File: src/design/prpd_pkg.sv
// shared constants and types for the pulse rate peak detector
package prpd_pkg;

    localparam int Depth    = 60;
    localparam int MaxPeaks = 20;
    localparam int IdxW     = $clog2(Depth);
    localparam int CntW     = $clog2(Depth + 1);
    localparam int PkW      = $clog2(MaxPeaks + 1);
    localparam int SumW     = 16 + CntW;
    localparam logic [31:0] BpmNum = 32'd60000;

    // configuration register indexes
    localparam logic [2:0] REG_THRESH  = 3'd0;
    localparam logic [2:0] REG_SPACING = 3'd1;
    localparam logic [2:0] REG_MINSAMP = 3'd2;
    localparam logic [2:0] REG_EVERY   = 3'd3;
    localparam logic [2:0] REG_LOW     = 3'd4;
    localparam logic [2:0] REG_HIGH    = 3'd5;

    typedef enum logic [3:0] {
        ST_IDLE,
        ST_MOD,
        ST_SUM,
        ST_DIV1,
        ST_SCAN,
        ST_DIV2,
        ST_DIV3,
        ST_FIN,
        ST_OUT
    } state_t;

    // controller to datapath
    typedef struct packed {
        logic accept;
        logic mod_start;
        logic sum_start;
        logic div1_start;
        logic scan_start;
        logic div2_start;
        logic div3_start;
        logic finish;
    } cmd_t;

    // datapath to controller
    typedef struct packed {
        logic present;
        logic mod_done;
        logic do_compute;
        logic sum_done;
        logic div_done;
        logic scan_done;
        logic enough_peaks;
        logic avg_zero;
    } status_t;

endpackage

File: src/design/prpd_datapath.sv
// datapath: sample rings, mean, peak scan, serial divider and held rate
module prpd_datapath
    import prpd_pkg::*;
(
    input  logic        clk,
    input  logic        rst_n,
    input  cmd_t        cmd,
    output status_t     status,
    input  logic [15:0] ir_sample,
    input  logic [31:0] timestamp_ms,
    input  logic [15:0] presence_level,
    input  logic [5:0]  min_spacing,
    input  logic [5:0]  min_samples,
    input  logic [5:0]  compute_every,
    input  logic [7:0]  rate_low,
    input  logic [7:0]  rate_high,
    output logic [7:0]  pulse_bpm,
    output logic        finger_present
);

    logic [15:0] sample_mem [Depth];
    logic [31:0] time_mem [Depth];

    logic [IdxW-1:0] wp_reg;
    logic [CntW-1:0] fill_reg;
    logic [7:0]      held_reg;
    logic            present_reg;

    // scan side
    logic [IdxW-1:0] rd_idx_reg;
    logic [CntW-1:0] cnt_reg;
    logic            rd_valid_reg;
    logic [15:0]     rv_reg;
    logic [31:0]     rt_reg;
    logic [SumW-1:0] sum_reg;
    logic [15:0]     v0_reg, v1_reg;
    logic [31:0]     t1_reg;
    logic [CntW-1:0] last_reg;
    logic            have_last_reg;
    logic [PkW-1:0]  peaks_reg;
    logic [31:0]     first_t_reg, last_t_reg;
    logic [CntW-1:0] got_reg;
    logic            done_reg;
    logic [5:0]      mod_reg;

    // serial divider
    logic [31:0] dnum_reg, ddiv_reg, dq_reg, drem_reg;
    logic [5:0]  dstep_reg;
    logic        dbusy_reg;

    logic [IdxW:0] start_calc;
    logic [IdxW-1:0] next_idx;
    logic [32:0] rem_shift;
    logic [CntW-1:0] fill_inc;

    assign finger_present = present_reg;
    assign pulse_bpm      = held_reg;

    assign start_calc = {1'b0, wp_reg} + (IdxW+1)'(Depth) - (IdxW+1)'(fill_reg);
    assign next_idx   = (rd_idx_reg == IdxW'(Depth - 1)) ? '0 : rd_idx_reg + 1'b1;
    assign rem_shift  = {drem_reg, dnum_reg[31]};
    // fill count after a word with finger, saturating at the ring depth
    assign fill_inc   = (fill_reg != CntW'(Depth)) ? fill_reg + 1'b1 : fill_reg;

    assign status.present      = ir_sample > presence_level;
    assign status.mod_done     = (mod_reg < compute_every) || (compute_every == 6'd0);
    assign status.do_compute   = (compute_every != 6'd0) && (mod_reg == 6'd0)
                                 && (fill_reg >= CntW'(min_samples));
    assign status.sum_done     = done_reg;
    assign status.div_done     = !dbusy_reg;
    assign status.scan_done    = done_reg;
    assign status.enough_peaks = peaks_reg >= PkW'(2);
    assign status.avg_zero     = dq_reg == 32'd0;

    // ring write on accept of a word with finger, and registered ring read
    always_ff @(posedge clk)
    begin
        if (cmd.accept && status.present)
        begin
            sample_mem[wp_reg] <= ir_sample;
            time_mem[wp_reg]   <= timestamp_ms;
        end
        rv_reg <= sample_mem[rd_idx_reg];
        rt_reg <= time_mem[rd_idx_reg];
    end

    // control-side registers
    always_ff @(posedge clk or negedge rst_n)
    begin
        if (!rst_n)
        begin
            wp_reg <= '0; fill_reg <= '0; held_reg <= '0; present_reg <= 1'b0;
            rd_valid_reg <= 1'b0; done_reg <= 1'b0; dbusy_reg <= 1'b0;
            mod_reg <= '0; cnt_reg <= '0; rd_idx_reg <= '0; dstep_reg <= '0;
        end
        else
        begin
            if (cmd.accept)
            begin
                present_reg <= status.present;
                if (status.present)
                begin
                    wp_reg <= (wp_reg == IdxW'(Depth - 1)) ? '0 : wp_reg + 1'b1;
                    fill_reg <= fill_inc;
                end
                else
                begin
                    wp_reg <= '0; fill_reg <= '0; held_reg <= '0;
                end
            end
            // remainder of the updated fill by compute_every, by repeated subtraction
            if (cmd.mod_start)
                mod_reg <= 6'(fill_inc);
            else if (!status.mod_done)
                mod_reg <= mod_reg - compute_every;
            // ring walk for sum and scan
            if (cmd.sum_start || cmd.scan_start)
            begin
                rd_idx_reg   <= start_calc >= (IdxW+1)'(Depth)
                                ? IdxW'(start_calc - (IdxW+1)'(Depth)) : IdxW'(start_calc);
                cnt_reg      <= fill_reg;
                rd_valid_reg <= 1'b0;
                done_reg     <= 1'b0;
            end
            else if (cnt_reg != '0)
            begin
                rd_idx_reg   <= next_idx;
                cnt_reg      <= cnt_reg - 1'b1;
                rd_valid_reg <= 1'b1;
            end
            else if (rd_valid_reg)
            begin
                rd_valid_reg <= 1'b0;
                done_reg     <= 1'b1;
            end
            // divider control
            if (cmd.div1_start || cmd.div2_start || cmd.div3_start)
            begin
                dbusy_reg <= 1'b1; dstep_reg <= '0;
            end
            else if (dbusy_reg)
            begin
                dstep_reg <= dstep_reg + 1'b1;
                if (dstep_reg == 6'd31)
                    dbusy_reg <= 1'b0;
            end
            // held rate update
            if (cmd.finish && status.enough_peaks && !status.avg_zero &&
                dq_reg != 32'd0 && dq_reg >= {24'd0, rate_low} &&
                dq_reg <= {24'd0, rate_high})
                held_reg <= dq_reg[7:0];
        end
    end

    // sum, scan and divider payload
    always_ff @(posedge clk)
    begin
        if (cmd.sum_start)
            sum_reg <= '0;
        else if (rd_valid_reg && !cmd.scan_start)
            sum_reg <= sum_reg + SumW'(rv_reg);

        if (cmd.scan_start)
        begin
            got_reg <= '0; have_last_reg <= 1'b0;
            peaks_reg <= '0; last_reg <= '0;
        end
        else if (rd_valid_reg)
        begin
            got_reg <= got_reg + 1'b1;
            v0_reg <= v1_reg; v1_reg <= rv_reg; t1_reg <= rt_reg;
            // candidate at position got-1 using v0, v1, rv
            if (got_reg >= CntW'(2))
            begin
                if ({16'd0, v1_reg} > dq_reg && v1_reg > v0_reg && v1_reg > rv_reg &&
                    (!have_last_reg || (got_reg - 1'b1 - last_reg) >= CntW'(min_spacing)))
                begin
                    last_reg <= got_reg - 1'b1;
                    have_last_reg <= 1'b1;
                    if (peaks_reg < PkW'(MaxPeaks))
                    begin
                        peaks_reg <= peaks_reg + 1'b1;
                        if (peaks_reg == '0)
                            first_t_reg <= t1_reg;
                        last_t_reg <= t1_reg;
                    end
                end
            end
        end

        // restoring divider, one quotient bit per cycle
        if (cmd.div1_start)
        begin
            dnum_reg <= 32'(sum_reg); ddiv_reg <= 32'(fill_reg);
            drem_reg <= '0; dq_reg <= '0;
        end
        else if (cmd.div2_start)
        begin
            dnum_reg <= last_t_reg - first_t_reg;
            ddiv_reg <= 32'(peaks_reg) - 32'd1;
            drem_reg <= '0; dq_reg <= '0;
        end
        else if (cmd.div3_start)
        begin
            dnum_reg <= BpmNum; ddiv_reg <= dq_reg;
            drem_reg <= '0; dq_reg <= '0;
        end
        else if (dbusy_reg)
        begin
            dnum_reg <= {dnum_reg[30:0], 1'b0};
            if (rem_shift >= {1'b0, ddiv_reg})
            begin
                drem_reg <= 32'(rem_shift - {1'b0, ddiv_reg});
                dq_reg   <= {dq_reg[30:0], 1'b1};
            end
            else
            begin
                drem_reg <= rem_shift[31:0];
                dq_reg   <= {dq_reg[30:0], 1'b0};
            end
        end
    end

endmodule

File: src/design/prpd_controller.sv
// controller: sequences accept, compute steps and result delivery
module prpd_controller
    import prpd_pkg::*;
(
    input  logic    clk,
    input  logic    rst_n,
    input  logic    in_valid,
    output logic    in_stall,
    output logic    out_valid,
    input  logic    out_stall,
    input  status_t status,
    output cmd_t    cmd
);

    state_t state_reg, state_next;

    // next state
    always_comb
    begin
        state_next = state_reg;
        case (state_reg)
            ST_IDLE: if (in_valid) state_next = status.present ? ST_MOD : ST_OUT;
            ST_MOD:  if (status.mod_done)
                         state_next = status.do_compute ? ST_SUM : ST_OUT;
            ST_SUM:  if (status.sum_done) state_next = ST_DIV1;
            ST_DIV1: if (status.div_done) state_next = ST_SCAN;
            ST_SCAN: if (status.scan_done)
                         state_next = status.enough_peaks ? ST_DIV2 : ST_OUT;
            ST_DIV2: if (status.div_done)
                         state_next = status.avg_zero ? ST_OUT : ST_DIV3;
            ST_DIV3: if (status.div_done) state_next = ST_FIN;
            ST_FIN:  state_next = ST_OUT;
            ST_OUT:  if (!out_stall) state_next = ST_IDLE;
            default: state_next = ST_IDLE;
        endcase
    end

    // outputs
    always_comb
    begin
        cmd = '0;
        in_stall  = state_reg != ST_IDLE;
        out_valid = state_reg == ST_OUT;
        case (state_reg)
            ST_IDLE: begin cmd.accept = in_valid; cmd.mod_start = in_valid; end
            ST_MOD:  cmd.sum_start  = status.mod_done && status.do_compute;
            ST_SUM:  cmd.div1_start = status.sum_done;
            ST_DIV1: cmd.scan_start = status.div_done;
            ST_SCAN: cmd.div2_start = status.scan_done && status.enough_peaks;
            ST_DIV2: cmd.div3_start = status.div_done && !status.avg_zero;
            ST_FIN:  cmd.finish = 1'b1;
            default: cmd = '0;
        endcase
    end

    always_ff @(posedge clk or negedge rst_n)
    begin
        if (!rst_n)
            state_reg <= ST_IDLE;
        else
            state_reg <= state_next;
    end

endmodule

File: src/design/pulse_rate_peak_detector_top.sv
// top level of the pulse rate peak detector
//  channel | signals                                     | direction
//  in      | in_valid in_stall ir_sample timestamp_ms      | into block
//  out     | out_valid out_stall pulse_bpm finger_present  | out of block
//  cfg     | cfg_valid cfg_ready cfg_index cfg_data        | into block
// one word at a time; a word without finger goes from accept to the output stage
// a word with finger and no compute also takes the mod step (repeated subtraction)
// a compute adds two ring walks (sum, peak scan) and serial divisions for the mean,
// the peak interval if two or more peaks, and the rate if that interval is nonzero
// the result waits in the output stage while out_stall is high; no new word meanwhile
// reset clears control state and restores register defaults
module pulse_rate_peak_detector_top
    import prpd_pkg::*;
(
    input  logic        clk,
    input  logic        rst_n,
    input  logic        in_valid,
    output logic        in_stall,
    input  logic [15:0] ir_sample,
    input  logic [31:0] timestamp_ms,
    output logic        out_valid,
    input  logic        out_stall,
    output logic [7:0]  pulse_bpm,
    output logic        finger_present,
    input  logic        cfg_valid,
    output logic        cfg_ready,
    input  logic [2:0]  cfg_index,
    input  logic [15:0] cfg_data
);

    logic [15:0] thresh_reg;
    logic [5:0]  spacing_reg, minsamp_reg, every_reg;
    logic [7:0]  low_reg, high_reg;
    cmd_t    cmd;
    status_t status;

    assign cfg_ready = 1'b1;

    // configuration registers
    always_ff @(posedge clk or negedge rst_n)
    begin
        if (!rst_n)
        begin
            thresh_reg <= 16'd5000; spacing_reg <= 6'd5; minsamp_reg <= 6'd10;
            every_reg <= 6'd5; low_reg <= 8'd30; high_reg <= 8'd220;
        end
        else if (cfg_valid)
        begin
            case (cfg_index)
                REG_THRESH:  thresh_reg  <= cfg_data;
                REG_SPACING: spacing_reg <= cfg_data[5:0];
                REG_MINSAMP: minsamp_reg <= cfg_data[5:0];
                REG_EVERY:   every_reg   <= cfg_data[5:0];
                REG_LOW:     low_reg     <= cfg_data[7:0];
                REG_HIGH:    high_reg    <= cfg_data[7:0];
                default: ;
            endcase
        end
    end

    prpd_controller u_ctrl (
        .clk(clk), .rst_n(rst_n), .in_valid(in_valid), .in_stall(in_stall),
        .out_valid(out_valid), .out_stall(out_stall), .status(status), .cmd(cmd)
    );

    prpd_datapath u_dp (
        .clk(clk), .rst_n(rst_n), .cmd(cmd), .status(status),
        .ir_sample(ir_sample), .timestamp_ms(timestamp_ms),
        .presence_level(thresh_reg), .min_spacing(spacing_reg),
        .min_samples(minsamp_reg), .compute_every(every_reg),
        .rate_low(low_reg), .rate_high(high_reg),
        .pulse_bpm(pulse_bpm), .finger_present(finger_present)
    );

endmodule

File: config.mk
export PLATFORM = sky130hd
export DESIGN_NAME = pulse_rate_peak_detector_top
export DESIGN_NICKNAME = d
export VERILOG_FILES = /design/src/design/prpd_pkg.sv /design/src/design/prpd_datapath.sv /design/src/design/prpd_controller.sv /design/src/design/pulse_rate_peak_detector_top.sv
export SDC_FILE = /design/constraint.sdc
export NUM_CORES = 2
export LEC_CHECK = 0
export BUFFER_PORTS_ARGS = -buffer_cell sky130_fd_sc_hd__buf_2
export CELL_PAD_IN_SITES_DETAIL_PLACEMENT = 0
export CELL_PAD_IN_SITES_GLOBAL_PLACEMENT = 1
export CORE_MARGIN = 2
export CORE_UTILIZATION = 56
export DETAILED_ROUTE_END_ITERATION = 10
export PLACE_DENSITY_LB_ADDON = 0.25
export SETUP_SLACK_MARGIN = 0.2
export SLEW_MARGIN = 10
export SYNTH_ARGS = -nofsm -noshare
export SYNTH_HDL_FRONTEND = slang
export SYNTH_SLANG_ARGS = --single-unit
File: constraint.sdc
create_clock -name clk -period 8.23 [get_ports clk]
set_input_delay 0.4115 -clock clk [delete_from_list [all_inputs] [get_ports clk]]
set_output_delay 0.4115 -clock clk [all_outputs]
set_load 0.01 [all_outputs]
# Word level (Yosys, flattened, before mapping)
# Memory sizes are Yosys's and may differ from the RTL's. A register that Yosys moved wholly into a read port is not among the register bits.
# Cells that the tools add are included.
# totals
regBits,398
mem_bits_rw,2880
input_bits,72
output_inout_bits,12
word_cells,209
n_memories,2
# classes
add_sub_neg,17
order_cmp,14
eq_ne,28
n_mux,56
n_bitwise,1
n_reduce_logical,57
# mem_list
name,words,word_bits,rd,rd_clocked_by_memory_dff,write_ports,line,text
u_dp.time_mem,60,32,1,1,1,prpd_datapath.sv:22,logic [31:0] time_mem [Depth];
u_dp.sample_mem,60,16,1,1,1,prpd_datapath.sv:21,logic [15:0] sample_mem [Depth];
# ops
operator,count
$mux W32,6
$mux W6,15
$sub A32 B32 Y32,2
$gt A16 B16 Y1,3
$mux W4,12
$pmux W4 S9,1
$ge A33 B32 Y1,1
$ge A32 B8 Y1,1
$gt A16 B32 Y1,1
$le A32 B8 Y1,1
$logic_not A32 Y1,1
$reduce_bool A32 Y1,1
$add A6 B1 Y6 const B,5
$mux W8,3
$add A22 B16 Y22,1
$mux W22,1
$reduce_and A2 Y1,9
$mux W1,17
$eq A4 B3 Y1 const B,4
$logic_and A1 B1 Y1,15
$eq A6 B6 Y1 const B,2
$ge A6 B6 Y1,2
$logic_not A6 Y1,2
$ne A2 B2 Y1 const B,6
38 further kinds,61

# Logic depth before layout (Yosys ltp)
# depth
ltp_word,9
mapped_depth,17
ltp_nobuf,16

# By module
# Synthesis repeated with hierarchy kept, for this count alone.
# unflattened
hier_cells,6686
area_unflattened_um2,133151.5
# by_module_without_submodules
mod,n_inst,cells_per_inst,area_each_um2,seq_area_each_um2
prpd_datapath,1,6511,130674.1,96132.2
pulse_rate_peak_detector_top,1,113,1959.4,1276.2
prpd_controller,1,62,518.0,100.1

# Worst setup path before layout
# OpenSTA, ideal clock, no wires.
# synth_path
path_kind,register -> register
from,reg u_dp.got_reg[0]
to,"reg u_dp.first_t_reg[0], enable pin"
setup_time_ns,0.502
t_arrival_ns,6.040
t_required_ns,7.728
slack_ns,1.688
stages_incl_launch_ff,17
n_path_buf,1
period_less_slack_ns,6.542
path_cell_list,dfxtp_1 inv_1 ha_1 inv_1 ha_1 a21o_1 a21oi_1 o21bai_1 a21oi_1 xnor2_1 ha_1 o21ai_0 a21oi_1 nor3b_1 nor4_2 buf_4 nor4bb_1
# synth_via
elab_chain_cells,6
elab_cells_between_ends,7
cone_classes,add/sub: 2; order compare: 2; reduce/logical: 3
# synth_lines
item,line,text
start: declaration,prpd_datapath.sv:42,logic [CntW-1:0] got_reg;
start signal: assignment,prpd_datapath.sv:170,got_reg <= got_reg + 1'b1;
$sub A6 B1 Y6,prpd_datapath.sv:176,(!have_last_reg || (got_reg - 1'b1 - last_reg) >= CntW'(min_spacing)))
$sub A6 B6 Y6,prpd_datapath.sv:176,
$ge A6 B6 Y1,prpd_datapath.sv:176,
$logic_or A1 B1 Y1,prpd_datapath.sv:176,
$logic_and A1 B1 Y1,prpd_datapath.sv:175,"if ({16'd0, v1_reg} > dq_reg && v1_reg > v0_reg && v1_reg > rv_reg &&"
$reduce_and A6 Y1 (no source line) *,--,
end signal: assignment,prpd_datapath.sv:184,first_t_reg <= t1_reg;
end: declaration,prpd_datapath.sv:41,"logic [31:0] first_t_reg, last_t_reg;"
# Mark *: on every way between the ends. The rest lies on a longest branch, timed or not.
# A chain may end at the register's enable or synchronous reset.

# Final worst setup path
# layout_path
from,reg thresh_reg[12]
to,"mem u_dp.sample_mem[2][0], enable pin"
# layout_via
elab_chain_cells,4
# layout_lines
item,line,text
start: declaration,pulse_rate_peak_detector_top.sv:31,logic [15:0] thresh_reg;
start signal: assignment,pulse_rate_peak_detector_top.sv:50,REG_THRESH: thresh_reg <= cfg_data;
$gt A16 B16 Y1,prpd_datapath.sv:65,assign status.present = ir_sample > presence_level;
$logic_and A1 B1 Y1,prpd_datapath.sv:78,if (cmd.accept && status.present)
$mux W1,prpd_datapath.sv:78,
$mux W1 (not written as such),prpd_datapath.sv:80,sample_mem[wp_reg] <= ir_sample;
end: declaration,prpd_datapath.sv:21,
# No other way between the ends.

==> qor.csv <==
stage,metric,value,unit
place,placed wire-length estimate,210000,um
synth,Syn Inst Count,6703,
clocking,CTS Buffer Depth,4,
timing,final hold vios,0,
cells_and_area,Multi-input gate area,33900,sq um
cells_and_area,registers with the most flip-flops,"u_dp.time_mem: 1920 flops, u_dp.sample_mem: 960 flops",
routing,DRC violations left,0,
die,full die area,241000,sq um
clocking,clock latency on the worst-skew pair,1000,ps
worst_setup_path,CP required,8860,ps
timing,RSZ-0062 raised after global routing,no,
clocking,CTS Buf Count,347,
routing,vias,67300,
timing,Final Cycle Share,68.2,%
synth,Syn Std Cell Area,133000,sq um
cells_and_area,"most common cell after layout, fill and taps aside",edfxtp_1,
synth,Synth cell types,86,
timing,Setup Skew,107,ps
outcome,status,completed,
timing,"Slew Viols, Final",0,
cells_and_area,Area Growth Syn to Fin,12.6,%
timing,Final Setup Violations,0,
grt,initial antenna violation count,18,
grt,number of global-route vias before repair,66900,
synth,Synth async-reset ratio,3.07,%
die,Starting Density,56.5,%
worst_setup_path,"critical path fanouts, max",22,
grt,met3 usage,4.27,%
clocking,clk slew on worst S/H paths,60,ps
power,static leakage,49.2,nW
clocking,Post-CTS Resized,0,
synth,register bit total from synthesis,3326,
routing,DRT Wirelength,338000,um
power,PwrDens,347,nW/um^2
worst_hold_path,worst hold path type,primary input to flip-flop,
power,overall power,52.0,mW
synth,yosys warns,0,
grt,GRT met1 Usage,38.4,%
synth,syn nets,6988,
worst_setup_path,Worst setup SP type,flip-flop,
synth,Post-synth EDFFs,3036,
cells_and_area,largest reg by FF count,u_dp.time_mem,
worst_setup_path,Crit Path Class,flip-flop to flip-flop,
cells_and_area,layout cell share with drive strength beyond 1,24.9,%
die,die height,491,um
timing,Rel. slew slack,18.7,%
routing,routed len/inst,32.3,um
place,PortBufs,82,
synth,ys flop type,edfxtp_1,
routing,DRT iter0 DRCs,8261,
cells_and_area,max FFs per register,1920,
synth,"Seq/Total Area, Yosys",73.3,%
grt,Tot GR Track Use,28.1,%
grt,GR met2 Demand/Resource,46.2,%
cells_and_area,filler instances,15900,
job,max cap viols,0,
timing,Sum Neg Setup Slack,0,ps
timing,Tightest Pin Transition,1200,ps
clocking,CTS tree,yes,
clocking,clock sink count,3326,
cells_and_area,Nets,7320,
timing,min Tclk post-route,5610,ps
clocking,htree depth,5,
power,VDD IR max,314,uV
timing,f_max,178,MHz
worst_setup_path,worst endpoint data arrival time,6240,ps
worst_setup_path,CP Capture Type,flip-flop,
place,gp weighted congestion,0.852,
grt,total congestion overflow,0,
synth,"top cells by area, synth","edfxtp_1 (69%), mux4_2 (15%), dfxtp_1 (2.8%), ha_1 (1.9%), dfrtp_1 (1.5%)",
routing,antenna-violating nets left,0,
grt,grt peak-use layer,met2,
routing,vias per cell,6.44,
synth,Avg Inst Size Synth,19.8,sq um
cells_and_area,"commonest cells after routing, fill and taps aside","edfxtp_1 (3036), mux4_2 (912), clkbuf_16 (355)",
die,Die X,491,um
synth,Synth top area share,68.5,%
die,# IOs,84,
clocking,CTS root buf,clkbuf_16,
die,Placement Rows,178,
routing,drt first pass iters,6,
grt,largest net degree at the start of global routing,115,
synth,"area leader, netlist",edfxtp_1,
die,core area,236000,sq um
grt,global-route wire length before repair,487000,um
cells_and_area,Reg area,97500,sq um
-- cells in the mapped netlist, types with 13 or more instances --
library cell and instances:
edfxtp_1 3036, mux4_2 912, nand2_1 281, nor2_1 225
inv_1 222, o21ai_0 214, ha_1 207, clkbuf_1 203
dfxtp_1 188, a21oi_1 180, mux2i_1 117, buf_2 83
dfrtp_1 82, xnor2_1 64, a21o_1 63, a31oi_1 52
nand3_1 49, nor3_1 36, xor2_1 36, buf_1 33
nand4_1 33, nand2b_1 31, o21a_1 28, a211oi_1 25
dfstp_2 20, mux2_2 19, nor2b_1 19, and3_1 18
or3_1 16, o31ai_1 14, nor4_1 13
-- final timing paths --
check	from	depth (start not counted)	slack, ps	end
worst max register to register	thresh_reg[12]$_DFFE_PN1P_	11	2620	u_dp.sample_mem[2][0]$_DFFE_PP_
worst max-delay path	thresh_reg[12]$_DFFE_PN1P_	11	2620	u_dp.sample_mem[2][0]$_DFFE_PP_
min in group asynchronous	rst_n	2	130	high_reg[7]$_DFFE_PN1P_
max in group asynchronous	rst_n	3	7030	u_dp.rd_idx_reg[1]$_DFFE_PN0P_
worst min-delay path	ir_sample[0]	2	50	u_dp.sample_mem[48][0]$_DFFE_PP_
worst min register to register	u_dp.rt_reg[6]$_DFF_P_	0	400	u_dp.t1_reg[6]$_DFFE_PP_
-- cell type report --
cell class / instances / area share (%)
sequential: 3326 / 65.1
multi-input combinational: 2829 / 22.6
clock buffer: 429 / 6.17
tap: 3150 / 2.63
timing repair buffer: 306 / 1.70
clock inverter: 183 / 1.17
inverter: 225 / 0.567
antenna: 8 / 0.0134
-- cell families after synthesis --
group | count (synthesis) | synth area share, %
flops | 3326 | 73.3
other cells | 1 | 0.00282
mux | 1049 | 16.5
simple gates | 773 | 2.68
fa+ha+maj | 213 | 2.04
buf+inv | 548 | 1.64
xor+xnor | 100 | 0.658
compound gates | 693 | 3.20
-- critical path: stages, from the launching register on --
cell     delay [ps]
dfstp_2         510
inv_1            50
ha_1            290
and4_1          210
nand4_1         120
or4_1           430
o22ai_2         690
inv_2           290
nor3_2          340
nand3_1         750
nor2_4         1140
buf_4           430
-- power by group --
group	leakage [nW]	total, mW	internal, mW	switching [mW]
clock	5.36	15.3	8.96	6.36
combinational	13.7	16.4	7.20	9.23
sequential	30.2	20.2	19.4	0.842
-- repair_timing --
action | CTS | global route
setup buffers | 0 | 0
hold buffers | 31 | 0
setup endpoints to repair | 0 | 0
hold endpoints to repair | 125 | 0
-- per-layer routing --
layer | share of wire, % | vias to the layer above
li1 | - | 28000
met1 | 38 | 35600
met2 | 50 | 3148
met3 | 7.7 | 577
met4 | 4.2 | 8
met5 | 0.016 | -
-- per-stage QoR --
stage	setup slack, ps	utilization (%)	cell area, sq um	hold slack (ps)	cells
floorplan	1690	-	133000	116	6703
global placement	2170	58.7	138000	386	9805
detailed placement	2070	58.7	138000	389	9805
CTS	2590	63.5	150000	14.6	10400
global route	2380	63.5	150000	57.6	10400
finish	2620	63.6	150000	54.1	10500
Note: power is estimated with default switching activity, not from simulation.
